### src/hw/rtl/mer_pkg.sv
package mer_pkg;

   localparam int unsigned MER_RADIUS_BITS = 10;
   localparam int unsigned MER_COORD_BITS  = 12;

   localparam int unsigned MER_CSR_IDX_W = 2;
   localparam logic [MER_CSR_IDX_W-1:0] MER_CSR_CENTER_X = 2'd0;
   localparam logic [MER_CSR_IDX_W-1:0] MER_CSR_CENTER_Y = 2'd1;
   localparam logic [MER_CSR_IDX_W-1:0] MER_CSR_RADIUS_X = 2'd2;
   localparam logic [MER_CSR_IDX_W-1:0] MER_CSR_RADIUS_Y = 2'd3;

   localparam int unsigned MER_MUL_W = 3;
   localparam logic [MER_MUL_W-1:0] MER_MUL_RX_RX   = 3'd0;
   localparam logic [MER_MUL_W-1:0] MER_MUL_RY_RY   = 3'd1;
   localparam logic [MER_MUL_W-1:0] MER_MUL_RX2_RY  = 3'd2;
   localparam logic [MER_MUL_W-1:0] MER_MUL_TX_TX   = 3'd3;
   localparam logic [MER_MUL_W-1:0] MER_MUL_TY_TY   = 3'd4;
   localparam logic [MER_MUL_W-1:0] MER_MUL_RY2_TMP = 3'd5;
   localparam logic [MER_MUL_W-1:0] MER_MUL_RX2_TMP = 3'd6;
   localparam logic [MER_MUL_W-1:0] MER_MUL_RX2_RY2 = 3'd7;

   localparam int unsigned MER_ACT_W = 4;
   localparam logic [MER_ACT_W-1:0] MER_ACT_NONE     = 4'd0;
   localparam logic [MER_ACT_W-1:0] MER_ACT_SET_RX2  = 4'd1;
   localparam logic [MER_ACT_W-1:0] MER_ACT_SET_RY2  = 4'd2;
   localparam logic [MER_ACT_W-1:0] MER_ACT_INIT_R1  = 4'd3;
   localparam logic [MER_ACT_W-1:0] MER_ACT_SET_TMP  = 4'd4;
   localparam logic [MER_ACT_W-1:0] MER_ACT_ACC_LOAD = 4'd5;
   localparam logic [MER_ACT_W-1:0] MER_ACT_ACC_ADD4 = 4'd6;
   localparam logic [MER_ACT_W-1:0] MER_ACT_ACC_SUB4 = 4'd7;
   localparam logic [MER_ACT_W-1:0] MER_ACT_TRUNC    = 4'd8;
   localparam logic [MER_ACT_W-1:0] MER_ACT_R1A      = 4'd9;
   localparam logic [MER_ACT_W-1:0] MER_ACT_R1B      = 4'd10;
   localparam logic [MER_ACT_W-1:0] MER_ACT_R2A      = 4'd11;
   localparam logic [MER_ACT_W-1:0] MER_ACT_R2B      = 4'd12;
   localparam logic [MER_ACT_W-1:0] MER_ACT_EMIT     = 4'd13;

   typedef struct packed {
      logic                 load;
      logic [MER_MUL_W-1:0] mul_sel;
      logic [MER_ACT_W-1:0] act;
   } mer_cmd_type;

   typedef struct packed {
      logic d_neg;
      logic d_pos;
      logic sx_lt_sy;
      logic oy_zero;
   } mer_status_type;

endpackage

### src/hw/rtl/mer_ctrl.sv
module mer_ctrl (
   input  logic                   clock,
   input  logic                   reset,
   input  logic                   req_valid,
   output logic                   req_ready,
   input  logic                   req_restart,
   output logic                   rsp_valid,
   input  logic                   rsp_ready,
   input  mer_pkg::mer_status_type status,
   output mer_pkg::mer_cmd_type    cmd
);

   localparam logic [4:0] ST_IDLE  = 5'd0;
   localparam logic [4:0] ST_M1    = 5'd1;
   localparam logic [4:0] ST_M2    = 5'd2;
   localparam logic [4:0] ST_M3    = 5'd3;
   localparam logic [4:0] ST_M4    = 5'd4;
   localparam logic [4:0] ST_E1    = 5'd5;
   localparam logic [4:0] ST_E2    = 5'd6;
   localparam logic [4:0] ST_E3    = 5'd7;
   localparam logic [4:0] ST_E4    = 5'd8;
   localparam logic [4:0] ST_E5    = 5'd9;
   localparam logic [4:0] ST_E6    = 5'd10;
   localparam logic [4:0] ST_TRUNC = 5'd11;
   localparam logic [4:0] ST_R1A   = 5'd12;
   localparam logic [4:0] ST_R1B   = 5'd13;
   localparam logic [4:0] ST_R2A   = 5'd14;
   localparam logic [4:0] ST_R2B   = 5'd15;
   localparam logic [4:0] ST_EMIT  = 5'd16;

   localparam logic [1:0] PH_IDLE = 2'd0;
   localparam logic [1:0] PH_R1   = 2'd1;
   localparam logic [1:0] PH_R2   = 2'd2;

   logic [4:0] state_ff, state_in;
   logic [1:0] phase_ff, phase_in;
   logic       rsp_valid_ff, rsp_valid_in;
   logic       accept;
   logic       emit;

   assign req_ready = (state_ff == ST_IDLE) & ~reset;
   assign rsp_valid = rsp_valid_ff;
   assign accept    = req_valid & req_ready;
   assign emit      = (state_ff == ST_EMIT) & (~rsp_valid_ff | rsp_ready);

   always_comb begin
      state_in    = state_ff;
      phase_in    = phase_ff;
      cmd.load    = 1'b0;
      cmd.mul_sel = mer_pkg::MER_MUL_RX_RX;
      cmd.act     = mer_pkg::MER_ACT_NONE;
      unique case (state_ff)
         ST_IDLE: begin
            if (accept) begin
               if (req_restart) begin
                  cmd.load = 1'b1;
                  phase_in = PH_R1;
                  state_in = ST_M1;
               end else begin
                  case (phase_ff)
                     PH_R1: begin
                        if (status.sx_lt_sy) begin
                           state_in = ST_R1A;
                        end else begin
                           phase_in = PH_R2;
                           state_in = ST_E1;
                        end
                     end
                     PH_R2:   state_in = ST_R2A;
                     default: state_in = ST_IDLE;
                  endcase
               end
            end
         end
         ST_M1: begin
            cmd.mul_sel = mer_pkg::MER_MUL_RX_RX;
            state_in    = ST_M2;
         end
         ST_M2: begin
            cmd.act     = mer_pkg::MER_ACT_SET_RX2;
            cmd.mul_sel = mer_pkg::MER_MUL_RY_RY;
            state_in    = ST_M3;
         end
         ST_M3: begin
            cmd.act     = mer_pkg::MER_ACT_SET_RY2;
            cmd.mul_sel = mer_pkg::MER_MUL_RX2_RY;
            state_in    = ST_M4;
         end
         ST_M4: begin
            cmd.act  = mer_pkg::MER_ACT_INIT_R1;
            state_in = ST_TRUNC;
         end
         ST_E1: begin
            cmd.mul_sel = mer_pkg::MER_MUL_TX_TX;
            state_in    = ST_E2;
         end
         ST_E2: begin
            cmd.act     = mer_pkg::MER_ACT_SET_TMP;
            cmd.mul_sel = mer_pkg::MER_MUL_TY_TY;
            state_in    = ST_E3;
         end
         ST_E3: begin
            cmd.act     = mer_pkg::MER_ACT_SET_TMP;
            cmd.mul_sel = mer_pkg::MER_MUL_RY2_TMP;
            state_in    = ST_E4;
         end
         ST_E4: begin
            cmd.act     = mer_pkg::MER_ACT_ACC_LOAD;
            cmd.mul_sel = mer_pkg::MER_MUL_RX2_TMP;
            state_in    = ST_E5;
         end
         ST_E5: begin
            cmd.act     = mer_pkg::MER_ACT_ACC_ADD4;
            cmd.mul_sel = mer_pkg::MER_MUL_RX2_RY2;
            state_in    = ST_E6;
         end
         ST_E6: begin
            cmd.act  = mer_pkg::MER_ACT_ACC_SUB4;
            state_in = ST_TRUNC;
         end
         ST_TRUNC: begin
            cmd.act  = mer_pkg::MER_ACT_TRUNC;
            state_in = (phase_ff == PH_R2) ? ST_R2A : ST_EMIT;
         end
         ST_R1A: begin
            cmd.act  = mer_pkg::MER_ACT_R1A;
            state_in = ST_R1B;
         end
         ST_R1B: begin
            cmd.act  = mer_pkg::MER_ACT_R1B;
            state_in = ST_EMIT;
         end
         ST_R2A: begin
            cmd.act  = mer_pkg::MER_ACT_R2A;
            state_in = ST_R2B;
         end
         ST_R2B: begin
            cmd.act  = mer_pkg::MER_ACT_R2B;
            state_in = ST_EMIT;
         end
         ST_EMIT: begin
            if (emit) begin
               cmd.act  = mer_pkg::MER_ACT_EMIT;
               state_in = ST_IDLE;
               if (status.oy_zero) begin
                  phase_in = PH_IDLE;
               end
            end
         end
         default: state_in = ST_IDLE;
      endcase
   end

   always_comb begin
      if (emit) begin
         rsp_valid_in = 1'b1;
      end else if (rsp_ready) begin
         rsp_valid_in = 1'b0;
      end else begin
         rsp_valid_in = rsp_valid_ff;
      end
   end

   always_ff @(posedge clock) begin
      if (reset) begin
         state_ff     <= ST_IDLE;
         phase_ff     <= PH_IDLE;
         rsp_valid_ff <= 1'b0;
      end else begin
         state_ff     <= state_in;
         phase_ff     <= phase_in;
         rsp_valid_ff <= rsp_valid_in;
      end
   end

endmodule

### src/hw/rtl/mer_datapath.sv
module mer_datapath #(
   parameter int unsigned RADIUS_BITS = mer_pkg::MER_RADIUS_BITS,
   parameter int unsigned COORD_BITS  = mer_pkg::MER_COORD_BITS,
   localparam int unsigned CSR_W = (COORD_BITS > RADIUS_BITS) ? COORD_BITS : RADIUS_BITS,
   localparam int unsigned OUT_W = COORD_BITS + 1
) (
   input  logic                                clock,
   input  logic                                reset,
   input  logic                                csr_wr_en,
   input  logic [mer_pkg::MER_CSR_IDX_W-1:0]   csr_index,
   input  logic [CSR_W-1:0]                    csr_wdata,
   input  mer_pkg::mer_cmd_type                 cmd,
   output mer_pkg::mer_status_type              status,
   output logic signed [OUT_W-1:0]             rsp_east_x,
   output logic signed [OUT_W-1:0]             rsp_west_x,
   output logic signed [OUT_W-1:0]             rsp_north_y,
   output logic signed [OUT_W-1:0]             rsp_south_y,
   output logic                                rsp_last_point
);

   localparam int unsigned SQ_W    = 2 * RADIUS_BITS;
   localparam int unsigned TMP_W   = 2 * RADIUS_BITS + 2;
   localparam int unsigned PROD_W  = SQ_W + TMP_W;
   localparam int unsigned SLOPE_W = 3 * RADIUS_BITS + 3;
   localparam int unsigned DEC_W   = 4 * RADIUS_BITS + 8;

   logic signed [COORD_BITS-1:0]  cfg_cx_ff, cfg_cy_ff;
   logic [RADIUS_BITS-1:0]        cfg_rx_ff, cfg_ry_ff;

   logic signed [COORD_BITS-1:0]  cx_ff, cx_in, cy_ff, cy_in;
   logic [RADIUS_BITS-1:0]        rx_ff, rx_in, ox_ff, ox_in, oy_ff, oy_in;
   logic [SQ_W-1:0]               rx2_ff, rx2_in, ry2_ff, ry2_in;
   logic [TMP_W-1:0]              tmp_ff, tmp_in;
   logic [PROD_W-1:0]             prod_ff, prod_in;
   logic signed [SLOPE_W-1:0]     sx_ff, sx_in, sy_ff, sy_in;
   logic signed [DEC_W-1:0]       d_ff, d_in, acc_ff, acc_in;
   logic signed [OUT_W-1:0]       east_ff, east_in, west_ff, west_in;
   logic signed [OUT_W-1:0]       north_ff, north_in, south_ff, south_in;
   logic                          last_ff, last_in;

   logic [SQ_W-1:0]               mul_a;
   logic [TMP_W-1:0]              mul_b;
   logic [RADIUS_BITS:0]          tx;
   logic [RADIUS_BITS-1:0]        ty;
   logic signed [SLOPE_W-1:0]     rx2x2_s, ry2x2_s;
   logic signed [DEC_W-1:0]       prod_d, rx2_d, ry2_d, sx_d, sy_d, trunc_q;
   logic signed [OUT_W-1:0]       cx_o, cy_o, ox_o, oy_o;

   always_ff @(posedge clock) begin
      if (reset) begin
         cfg_cx_ff <= '0;
         cfg_cy_ff <= '0;
         cfg_rx_ff <= '0;
         cfg_ry_ff <= '0;
      end else if (csr_wr_en) begin
         unique case (csr_index)
            mer_pkg::MER_CSR_CENTER_X: cfg_cx_ff <= csr_wdata[COORD_BITS-1:0];
            mer_pkg::MER_CSR_CENTER_Y: cfg_cy_ff <= csr_wdata[COORD_BITS-1:0];
            mer_pkg::MER_CSR_RADIUS_X: cfg_rx_ff <= csr_wdata[RADIUS_BITS-1:0];
            mer_pkg::MER_CSR_RADIUS_Y: cfg_ry_ff <= csr_wdata[RADIUS_BITS-1:0];
            default: ;
         endcase
      end
   end

   assign tx = {ox_ff, 1'b1};
   assign ty = oy_ff - RADIUS_BITS'(1);

   always_comb begin
      unique case (cmd.mul_sel)
         mer_pkg::MER_MUL_RX_RX: begin
            mul_a = SQ_W'(rx_ff);
            mul_b = TMP_W'(rx_ff);
         end
         mer_pkg::MER_MUL_RY_RY: begin
            mul_a = SQ_W'(oy_ff);
            mul_b = TMP_W'(oy_ff);
         end
         mer_pkg::MER_MUL_RX2_RY: begin
            mul_a = rx2_ff;
            mul_b = TMP_W'(oy_ff);
         end
         mer_pkg::MER_MUL_TX_TX: begin
            mul_a = SQ_W'(tx);
            mul_b = TMP_W'(tx);
         end
         mer_pkg::MER_MUL_TY_TY: begin
            mul_a = SQ_W'(ty);
            mul_b = TMP_W'(ty);
         end
         mer_pkg::MER_MUL_RY2_TMP: begin
            mul_a = ry2_ff;
            mul_b = tmp_ff;
         end
         mer_pkg::MER_MUL_RX2_TMP: begin
            mul_a = rx2_ff;
            mul_b = tmp_ff;
         end
         mer_pkg::MER_MUL_RX2_RY2: begin
            mul_a = rx2_ff;
            mul_b = TMP_W'(ry2_ff);
         end
         default: begin
            mul_a = '0;
            mul_b = '0;
         end
      endcase
   end

   assign prod_in = PROD_W'(mul_a * mul_b);

   assign rx2x2_s = SLOPE_W'({rx2_ff, 1'b0});
   assign ry2x2_s = SLOPE_W'({ry2_ff, 1'b0});
   assign prod_d  = DEC_W'(prod_ff);
   assign rx2_d   = DEC_W'(rx2_ff);
   assign ry2_d   = DEC_W'(ry2_ff);
   assign sx_d    = DEC_W'(sx_ff);
   assign sy_d    = DEC_W'(sy_ff);
   // quarter units back to units, rounding toward zero
   assign trunc_q = acc_ff[DEC_W-1] ? ((acc_ff + DEC_W'(3)) >>> 2) : (acc_ff >>> 2);

   assign cx_o = OUT_W'(cx_ff);
   assign cy_o = OUT_W'(cy_ff);
   assign ox_o = OUT_W'(ox_ff);
   assign oy_o = OUT_W'(oy_ff);

   assign status.d_neg    = d_ff[DEC_W-1];
   assign status.d_pos    = ~d_ff[DEC_W-1] & (d_ff != '0);
   assign status.sx_lt_sy = (sx_ff < sy_ff);
   assign status.oy_zero  = (oy_ff == '0);

   always_comb begin
      cx_in    = cx_ff;
      cy_in    = cy_ff;
      rx_in    = rx_ff;
      ox_in    = ox_ff;
      oy_in    = oy_ff;
      rx2_in   = rx2_ff;
      ry2_in   = ry2_ff;
      tmp_in   = tmp_ff;
      sx_in    = sx_ff;
      sy_in    = sy_ff;
      d_in     = d_ff;
      acc_in   = acc_ff;
      east_in  = east_ff;
      west_in  = west_ff;
      north_in = north_ff;
      south_in = south_ff;
      last_in  = last_ff;
      if (cmd.load) begin
         cx_in = cfg_cx_ff;
         cy_in = cfg_cy_ff;
         rx_in = cfg_rx_ff;
         ox_in = '0;
         oy_in = cfg_ry_ff;
         sx_in = '0;
      end
      case (cmd.act)
         mer_pkg::MER_ACT_SET_RX2: rx2_in = prod_ff[SQ_W-1:0];
         mer_pkg::MER_ACT_SET_RY2: ry2_in = prod_ff[SQ_W-1:0];
         mer_pkg::MER_ACT_INIT_R1: begin
            sy_in  = SLOPE_W'({prod_ff, 1'b0});
            acc_in = (ry2_d <<< 2) - (prod_d <<< 2) + rx2_d;
         end
         mer_pkg::MER_ACT_SET_TMP:  tmp_in = prod_ff[TMP_W-1:0];
         mer_pkg::MER_ACT_ACC_LOAD: acc_in = prod_d;
         mer_pkg::MER_ACT_ACC_ADD4: acc_in = acc_ff + (prod_d <<< 2);
         mer_pkg::MER_ACT_ACC_SUB4: acc_in = acc_ff - (prod_d <<< 2);
         mer_pkg::MER_ACT_TRUNC:    d_in   = trunc_q;
         mer_pkg::MER_ACT_R1A: begin
            ox_in = ox_ff + RADIUS_BITS'(1);
            sx_in = sx_ff + ry2x2_s;
            if (!status.d_neg) begin
               oy_in = oy_ff - RADIUS_BITS'(1);
               sy_in = sy_ff - rx2x2_s;
            end
         end
         mer_pkg::MER_ACT_R1B: begin
            if (status.d_neg) begin
               d_in = d_ff + ry2_d + sx_d;
            end else begin
               d_in = d_ff + ry2_d + sx_d - sy_d;
            end
         end
         mer_pkg::MER_ACT_R2A: begin
            oy_in = oy_ff - RADIUS_BITS'(1);
            sy_in = sy_ff - rx2x2_s;
            if (!status.d_pos) begin
               ox_in = ox_ff + RADIUS_BITS'(1);
               sx_in = sx_ff + ry2x2_s;
            end
         end
         mer_pkg::MER_ACT_R2B: begin
            if (status.d_pos) begin
               d_in = d_ff + rx2_d - sy_d;
            end else begin
               d_in = d_ff + rx2_d + sx_d - sy_d;
            end
         end
         mer_pkg::MER_ACT_EMIT: begin
            east_in  = cx_o + ox_o;
            west_in  = cx_o - ox_o;
            north_in = cy_o + oy_o;
            south_in = cy_o - oy_o;
            last_in  = status.oy_zero;
         end
         default: ;
      endcase
   end

   always_ff @(posedge clock) begin
      cx_ff    <= cx_in;
      cy_ff    <= cy_in;
      rx_ff    <= rx_in;
      ox_ff    <= ox_in;
      oy_ff    <= oy_in;
      rx2_ff   <= rx2_in;
      ry2_ff   <= ry2_in;
      tmp_ff   <= tmp_in;
      prod_ff  <= prod_in;
      sx_ff    <= sx_in;
      sy_ff    <= sy_in;
      d_ff     <= d_in;
      acc_ff   <= acc_in;
      east_ff  <= east_in;
      west_ff  <= west_in;
      north_ff <= north_in;
      south_ff <= south_in;
      last_ff  <= last_in;
   end

   assign rsp_east_x     = east_ff;
   assign rsp_west_x     = west_ff;
   assign rsp_north_y    = north_ff;
   assign rsp_south_y    = south_ff;
   assign rsp_last_point = last_ff;

endmodule

### src/hw/rtl/midpoint_ellipse_rasterizer.sv
// Step item: slope update, decision update, output.
// Restart item: three chained multiplies on one shared multiplier, rounding, output.
// First region-2 step: five products for the new decision on the same multiplier, rounding, then the step.
// No new item is taken until the last one reaches its output; a step while no ellipse is active gives no result.
// The next item is taken while the last result waits; a held result stalls only the one after.
// Reset: synchronous, active high; clears the controller, output valid and config registers.
module midpoint_ellipse_rasterizer #(
   parameter int unsigned RADIUS_BITS = mer_pkg::MER_RADIUS_BITS,
   parameter int unsigned COORD_BITS  = mer_pkg::MER_COORD_BITS,
   localparam int unsigned CSR_W = (COORD_BITS > RADIUS_BITS) ? COORD_BITS : RADIUS_BITS,
   localparam int unsigned OUT_W = COORD_BITS + 1
) (
   input  logic                              clock,
   input  logic                              reset,
   input  logic                              req_valid,
   output logic                              req_ready,
   input  logic                              req_restart,
   output logic                              rsp_valid,
   input  logic                              rsp_ready,
   output logic signed [OUT_W-1:0]           rsp_east_x,
   output logic signed [OUT_W-1:0]           rsp_west_x,
   output logic signed [OUT_W-1:0]           rsp_north_y,
   output logic signed [OUT_W-1:0]           rsp_south_y,
   output logic                              rsp_last_point,
   input  logic                              csr_wr_en,
   input  logic [mer_pkg::MER_CSR_IDX_W-1:0] csr_index,
   input  logic [CSR_W-1:0]                  csr_wdata
);

   mer_pkg::mer_cmd_type    cmd;
   mer_pkg::mer_status_type status;

   mer_ctrl u_ctrl (
      .clock       (clock),
      .reset       (reset),
      .req_valid   (req_valid),
      .req_ready   (req_ready),
      .req_restart (req_restart),
      .rsp_valid   (rsp_valid),
      .rsp_ready   (rsp_ready),
      .status      (status),
      .cmd         (cmd)
   );

   mer_datapath #(
      .RADIUS_BITS (RADIUS_BITS),
      .COORD_BITS  (COORD_BITS)
   ) u_datapath (
      .clock          (clock),
      .reset          (reset),
      .csr_wr_en      (csr_wr_en),
      .csr_index      (csr_index),
      .csr_wdata      (csr_wdata),
      .cmd            (cmd),
      .status         (status),
      .rsp_east_x     (rsp_east_x),
      .rsp_west_x     (rsp_west_x),
      .rsp_north_y    (rsp_north_y),
      .rsp_south_y    (rsp_south_y),
      .rsp_last_point (rsp_last_point)
   );

endmodule

### config.mk
export PLATFORM = sky130hd
export DESIGN_NAME = midpoint_ellipse_rasterizer
export DESIGN_NICKNAME = d
export VERILOG_FILES = /design/src/hw/rtl/mer_pkg.sv /design/src/hw/rtl/mer_ctrl.sv /design/src/hw/rtl/mer_datapath.sv /design/src/hw/rtl/midpoint_ellipse_rasterizer.sv
export SDC_FILE = /design/constraint.sdc
export NUM_CORES = 2
export LEC_CHECK = 0
export BUFFER_PORTS_ARGS = -buffer_cell sky130_fd_sc_hd__clkbuf_2
export CAP_MARGIN = 20
export CORE_MARGIN = 3
export CORE_UTILIZATION = 60
export DETAILED_ROUTE_END_ITERATION = 7
export PLACE_DENSITY = 0.76
export SYNTH_ARGS = -nofsm -noshare
export SYNTH_HDL_FRONTEND = slang
export SYNTH_SLANG_ARGS = --single-unit
export TNS_END_PERCENT = 1
### constraint.sdc
create_clock -name clock -period 10.8 [get_ports clock]
set_input_delay 0 -clock clock [delete_from_list [all_inputs] [get_ports clock]]
set_output_delay 0 -clock clock [all_outputs]
set_load 0.03 [all_outputs]
## Word-level counts from Yosys, hierarchy flattened

Index checks and enable logic that the tools add are counted.

- $add $sub $neg: 20
- Reductions and logical operators: 23
- Mux-type cells: 40
- $mul: 1
- Bitwise operators: 8
- $lt $le $gt $ge: 1
- Equal/unequal tests: 47

Operators with widths:

| operator | number |
|---|---|
| 48-bit one-hot mux with 4 select lines | 1 |
| 48-bit by 21-bit adder with 48-bit output | 3 |
| 48-bit 2-to-1 mux | 3 |
| 48-bit one-hot mux with 3 select lines | 1 |
| 48-bit by 33-bit subtractor with 48-bit output | 3 |
| 22-bit one-hot mux with 6 select lines | 1 |
| 20-bit one-hot mux with 6 select lines | 1 |
| 33-bit 2-to-1 mux | 3 |
| 33-bit one-hot mux with 3 select lines | 1 |
| 48-bit by 33-bit adder with 48-bit output | 2 |
| 5-bit one-hot mux with 15 select lines | 1 |
| 33-bit one-hot mux with 2 select lines | 1 |
| 4-bit one-hot mux with 13 select lines | 1 |
| 48-bit by 3-bit adder with 48-bit output, second input constant | 1 |
| 48-bit by 45-bit adder with 48-bit output | 1 |
| 48-bit nonzero test | 1 |
| 48-bit by 45-bit subtractor with 48-bit output | 1 |
| 22-bit by 44-bit subtractor with 45-bit output | 1 |
| 20-bit by 22-bit multiplier with 42-bit output | 1 |
| 5-bit by 4-bit equality test with 1-bit output, second input constant | 8 |
| 10-bit 2-to-1 mux | 4 |
| 10-bit one-hot mux with 2 select lines | 2 |
| 33-bit by 22-bit adder with 33-bit output | 1 |
| 33-bit less-than comparator | 1 |
| 42 further kinds | 96 |

- Input bits: 20
- Output and inout bits: 55
- Flip-flop bits (word level): 425

## Logic depth before layout (Yosys ltp)

- Word-level depth: 8
- Mapped depth: 39
- Mapped depth without buffers: 38

## By module

Synthesis repeated with hierarchy kept, for this count alone.

- Cell total of the unflattened synthesis: 6,457
- Area, all modules: 55,406.9 um^2

Modules (own cells, without submodules):

| module | area an instance (um^2) | seq. area each (um^2) | cells an instance | instances |
|---|---|---|---|---|
| mer_datapath | 54,718.7 | 11,050.6 | 6,357 | 1 |
| mer_ctrl | 688.2 | 160.2 | 100 | 1 |

## Worst setup path after synthesis

OpenSTA, ideal clock, no wires.

- Path kind: reg2reg
- Start: register u_ctrl.state_ff[3]
- End: register u_datapath.prod_ff[39]
- Path buffers: 4
- Slack: 1,994 ps
- Period minus slack after synthesis: 8,806 ps
- Data arrival time: 8,734 ps
- Cell stages (with the launch flop): 33
- Cells stage by stage: dfxtp_1 clkbuf_1 clkbuf_1 nor4_1 clkbuf_1 o21ai_0 a31oi_1 clkbuf_1 nand2_1 fa_1 inv_1 fa_1 inv_1 fa_1 inv_1 fa_1 fa_1 fa_1 inv_1 fa_1 inv_1 ha_1 a21oi_1 o21ai_0 o41ai_1 o21ai_0 a211oi_1 a211oi_1 o31ai_1 o21ai_0 a21o_1 a21oi_1 xnor2_1

- Cells in the longest elaborated chain, start to end: 6

RTL lines:

| element | RTL line | text |
|---|---|---|
| start, declared | mer_ctrl.sv:35 | `logic [4:0] state_ff, state_in;` |
| start signal, assigned | mer_ctrl.sv:170 | `state_ff <= state_in;` |
| 5-bit by 4-bit equality test with 1-bit output (tied with other cells) | mer_ctrl.sv:52 | `unique case (state_ff)` |
| 3-bit one-hot mux with 7 select lines (*) | mer_ctrl.sv:52 |  |
| 3-bit by 2-bit equality test with 1-bit output (tied with other cells) | mer_datapath.sv:70 | `unique case (cmd.mul_sel)` |
| 3-bit OR reduction (no source line) or 2-bit OR reduction (tied branches) | n/a |  |
| 20-bit one-hot mux with 6 select lines or 22-bit one-hot mux with 6 select lines (tied branches) | mer_datapath.sv:70 |  |
| 20-bit by 22-bit multiplier with 42-bit output (*) | mer_datapath.sv:110 | `assign prod_in = PROD_W'(mul_a * mul_b);` |
| net u_datapath.prod_in[39] | mer_datapath.sv:34 | `logic [PROD_W-1:0] prod_ff, prod_in;` |
| end signal, assigned | mer_datapath.sv:220 | `prod_ff <= prod_in;` |
| end, declared | mer_datapath.sv:34 |  |

The timed path passes the listed nets; every way through them passes the cells marked *.
A chain may end at the register's enable or synchronous reset.

## Worst setup path in the final report

Ends and elaborated chain as after synthesis.

==> run_results.csv <==
group,metric,value,unit
synthesis,syn-cell-area,0.0550,mm²
flow_run,cap_violations,0,
synthesis,synth_top_family_by_area,"adder cells",
synthesis,synth-edff-count,276,
synthesis,synthMuxAreaShare,0.600,%
finish,final_nets,7547,
clocking,clk_path_buf_depth,3,
place,place_ws,0.596,ns
critical_path,crit_path_max_fanout,20,
synthesis,synthSimpleGateAreaFrac,16.1,%
grt,grt_pass1_wl,274000,µm
grt,grt_use_total,37.0,%
critical_path,cpPeakStageDelay,0.81,ns
timing,hold_viol,0,
timing,timing.final.crit_share,93.3,%
finish,fillers,7732,
synthesis,synth_ff_type,"edfxtp_1",
timing,timing.fmax,0.0993,GHz
timing,relSlewSlack,26.4,%
route,vias,49600,
power_and_ir_drop,power_frac_clock,14.4,%
power_and_ir_drop,vdd_drop_max,0.806,mV
route,first_pass_iters,6,
critical_path,cp-start-kind,"flop",
synthesis,synth.yosys.seq_area_share,20.4,%
grt,overflow,0,
finish,instances_no_fill,7728,
clocking,cts_sinks,422,
synthesis,async_reset_ff_share,0,%
timing,worstMarginPinSlew,1.10,ns
synthesis,syn_area_per_cell,8.49,µm²
route,antenna_left,0,
critical_path,crit_top_cell,"fa_1",
synthesis,synth_top_cell_area_share,15.8,%
clocking,cts_root_buf,"clkbuf_16",
die,core,0.0904,mm²
critical_path,crit_type,"flop to flop",
synthesis,synthTopCellsByArea,"fa_1 16%, edfxtp_1 15%, ha_1 13%, xnor2_1 5.6%, dfxtp_1 5.3%",
finish,fin_area,0.0590,mm²
route,drc_errors,0,
route,initialDrtViolationCount,5860,
synthesis,ys_ff_latch,422,
synthesis,yosysTopAreaCell,"fa_1",
die,initial_core_util,60.9,%
critical_path,arrival,10.64,ns
power_and_ir_drop,p_sw,6.67,mW
route,routed_via_density,6.42,
route,drt_wl_total,179000,µm
finish,area_growth,7.17,%
place,dp_hpwl,145000,µm
critical_path,cp_slowest_cell,"dfxtp_1",
grt,grt_max_degree,63,
synthesis,synth_xor_area_share,8.50,%
die,dieArea,0.0954,mm²
finish,drive_above_1_share,5.28,%
place,port_buffers,74,
critical_path,crit_buf_inv,5,
synthesis,synth_nets,7524,
critical_path,crit_family,"adder cells",
die,fp.dieH,309,µm
power_and_ir_drop,power_per_cell_area,224,mW/mm²
place,dpl_cell_area,0.0568,mm²
timing,rsz0062_at_grt,"no",
grt,grt_pass1_vias,46800,
synthesis,synthAdderAreaFrac,29.1,%
place,place_inst,7603,
power_and_ir_drop,seqPwrFrac,18.7,%
hold_path,hold_depth,4,
timing,drv_slew,0,
clocking,insertion_delay,0.68,ns
clocking,clkSlewWorstSetupHoldPaths,0.06,ns
synthesis,synthDistinctLibCells,93,
critical_path,worstRegToRegCells,31,
critical_path,end_kind,"flop",
finish,diodes,0,
synthesis,synth-compound-area-share,19.1,%
power_and_ir_drop,internal_power,6.55,mW
clocking,cts_tree,"built",
grt,grt_antenna_before_repair,2,
timing,setup_ws,0.727,ns
timing,finalClockSkew,0.0551,ns
power_and_ir_drop,p_sw_share,50.4,%
synthesis,ys_warn_count,0,
die,io_pins,75,
power_and_ir_drop,p_leak,27.0,nW
clocking,htreeDepth,2,
power_and_ir_drop,pwr-share-comb,66.9,%
timing,fin_crit,10.07,ns
critical_path,reg2reg_slack,0.73,ns
critical_path,crit_cells,31,
clocking,cts_buffers,52,
die,die_w,309,µm
timing,setup_viol,0,
route,drt-wirelength-per-cell,23.1,µm
die,rows,110,
critical_path,required,11.37,ns
run_status,status,"complete, no violations",
timing,fin_tns_setup,0,ns
place,globalplace.congestion,1.03,
hold_path,hold_path_class,"input port to flop",
synthesis,syn_inst,6485,
worst paths after layout:
kind                           start                        to
max               u_ctrl.state_ff[3]    u_datapath.prod_ff[39]
max reg2reg       u_ctrl.state_ff[3]    u_datapath.prod_ff[39]
min                    csr_wdata[11]  u_datapath.cfg_cy_ff[11]
min reg2reg  u_datapath.cfg_rx_ff[0]       u_datapath.rx_ff[0]
per-stage QoR:
step           power, mW  hold WS (ns)  util, %
2_1_floorplan       8.61        0.0877        -
3_3_place_gp        11.0         0.261     62.9
3_5_place_dp        11.1         0.280     62.9
4_1_cts             13.1         0.151     65.2
5_1_grt             14.2         0.228     65.2
6_report            13.2         0.179     65.2
sequential cells by signal, indices dropped and copies added, names as in the netlist, 13 cells and up:
signal and flops:
u_datapath.d_ff 48, u_datapath.sx_ff 33, u_datapath.prod_ff 42, u_datapath.ry2_ff 20, u_datapath.rsp_south_y 13, u_datapath.rsp_west_x 13, u_datapath.tmp_ff 22, u_datapath.sy_ff 32
u_datapath.acc_ff 48, u_datapath.rx2_ff 20
tightest hold or removal path: cells and delay by family:
family | cells | cell delay, ns
buffers and inverters | 2 | 0.66
multiplexers | 1 | 0.07
AND/OR/NAND/NOR | 1 | 0.07
final cells by class:
class,instances,area (µm²),share of cell area [%]
Timing Repair Buffer,196,1360,2.30
Tap cell,1176,1470,2.50
Clock inverter,35,385,0.653
Multi-Input combinational cell,5157,40500,68.7
Inverter,679,2550,4.32
Sequential cell,422,11200,19.0
Clock buffer,63,1480,2.51
synth_stat cells, drive strengths merged (62+ instances only):
| master | count |
|---|---|
| nand2 | 687 |
| inv | 677 |
| ha | 584 |
| nor2 | 548 |
| a21oi | 470 |
| fa | 435 |
| o21ai | 385 |
| xnor2 | 351 |
| edfxtp | 276 |
| clkbuf | 201 |
| a21o | 198 |
| xor2 | 182 |
| nand3 | 155 |
| dfxtp | 146 |
| nor3 | 87 |
| nand2b | 82 |
| nand4 | 66 |
| a22oi | 62 |
layout by cell type (no fill, tap or decap), drive strengths merged, types with 20 or more instances in the layout:
cell,instances
a211oi,52
nor4,34
o221ai,24
fa,435
nand3,155
mux2i,33
o211ai,39
o21bai,55
a22o,21
nand2b,82
o21ai,385
clkbuf,137
or3,26
and2,44
nand4,66
dlygate4sd3,26
xor2,182
edfxtp,276
xnor2,351
o21a,46
a31oi,51
nor2,548
and3,61
ha,584
a21o,198
dfxtp,146
clkinv,21
nand2,687
nor3,87
or2,20
nor2b,59
a21oi,470
inv,686
o31ai,34
a221oi,29
a22oi,62
buf,96
power groups by stage:
stage | clock, mW | sequential (mW) | combinational (mW)
floorplan | 0 | 2.26 | 6.35
global placement | 0 | 2.47 | 8.55
detailed placement | 0 | 2.48 | 8.64
CTS | 1.93 | 2.44 | 8.75
global route | 1.98 | 2.47 | 9.71
finish | 1.91 | 2.47 | 8.84
cell families (layout without fill, tap and decap cells):
kind of cell | Yosys count | after routing
XOR/XNOR | 533 | 533
buffers and inverters | 906 | 973
AND/OR/NAND/NOR | 1925 | 1925
AO/OA/AOI/OAI | 1647 | 1647
flip-flops | 422 | 422
multiplexers | 33 | 33
adder cells (fa/ha/maj) | 1019 | 1019
metal layers:
layer	wire (µm)	track usage [%]
met1	75500	55.0
met2	76500	55.0
met3	21000	6.75
met4	5800	11.2
met5	0	0
repair_timing:
| item | CTS | global route |
|---|---|---|
| endpoints found under the setup margin | 0 | 2 |
| resized for setup | 0 | 1 |
| endpoints found under the hold margin | 52 | 0 |
| hold buffers | 26 | 0 |
| buffers inserted | 0 | 0 |
(Power assumes the default switching activity.)
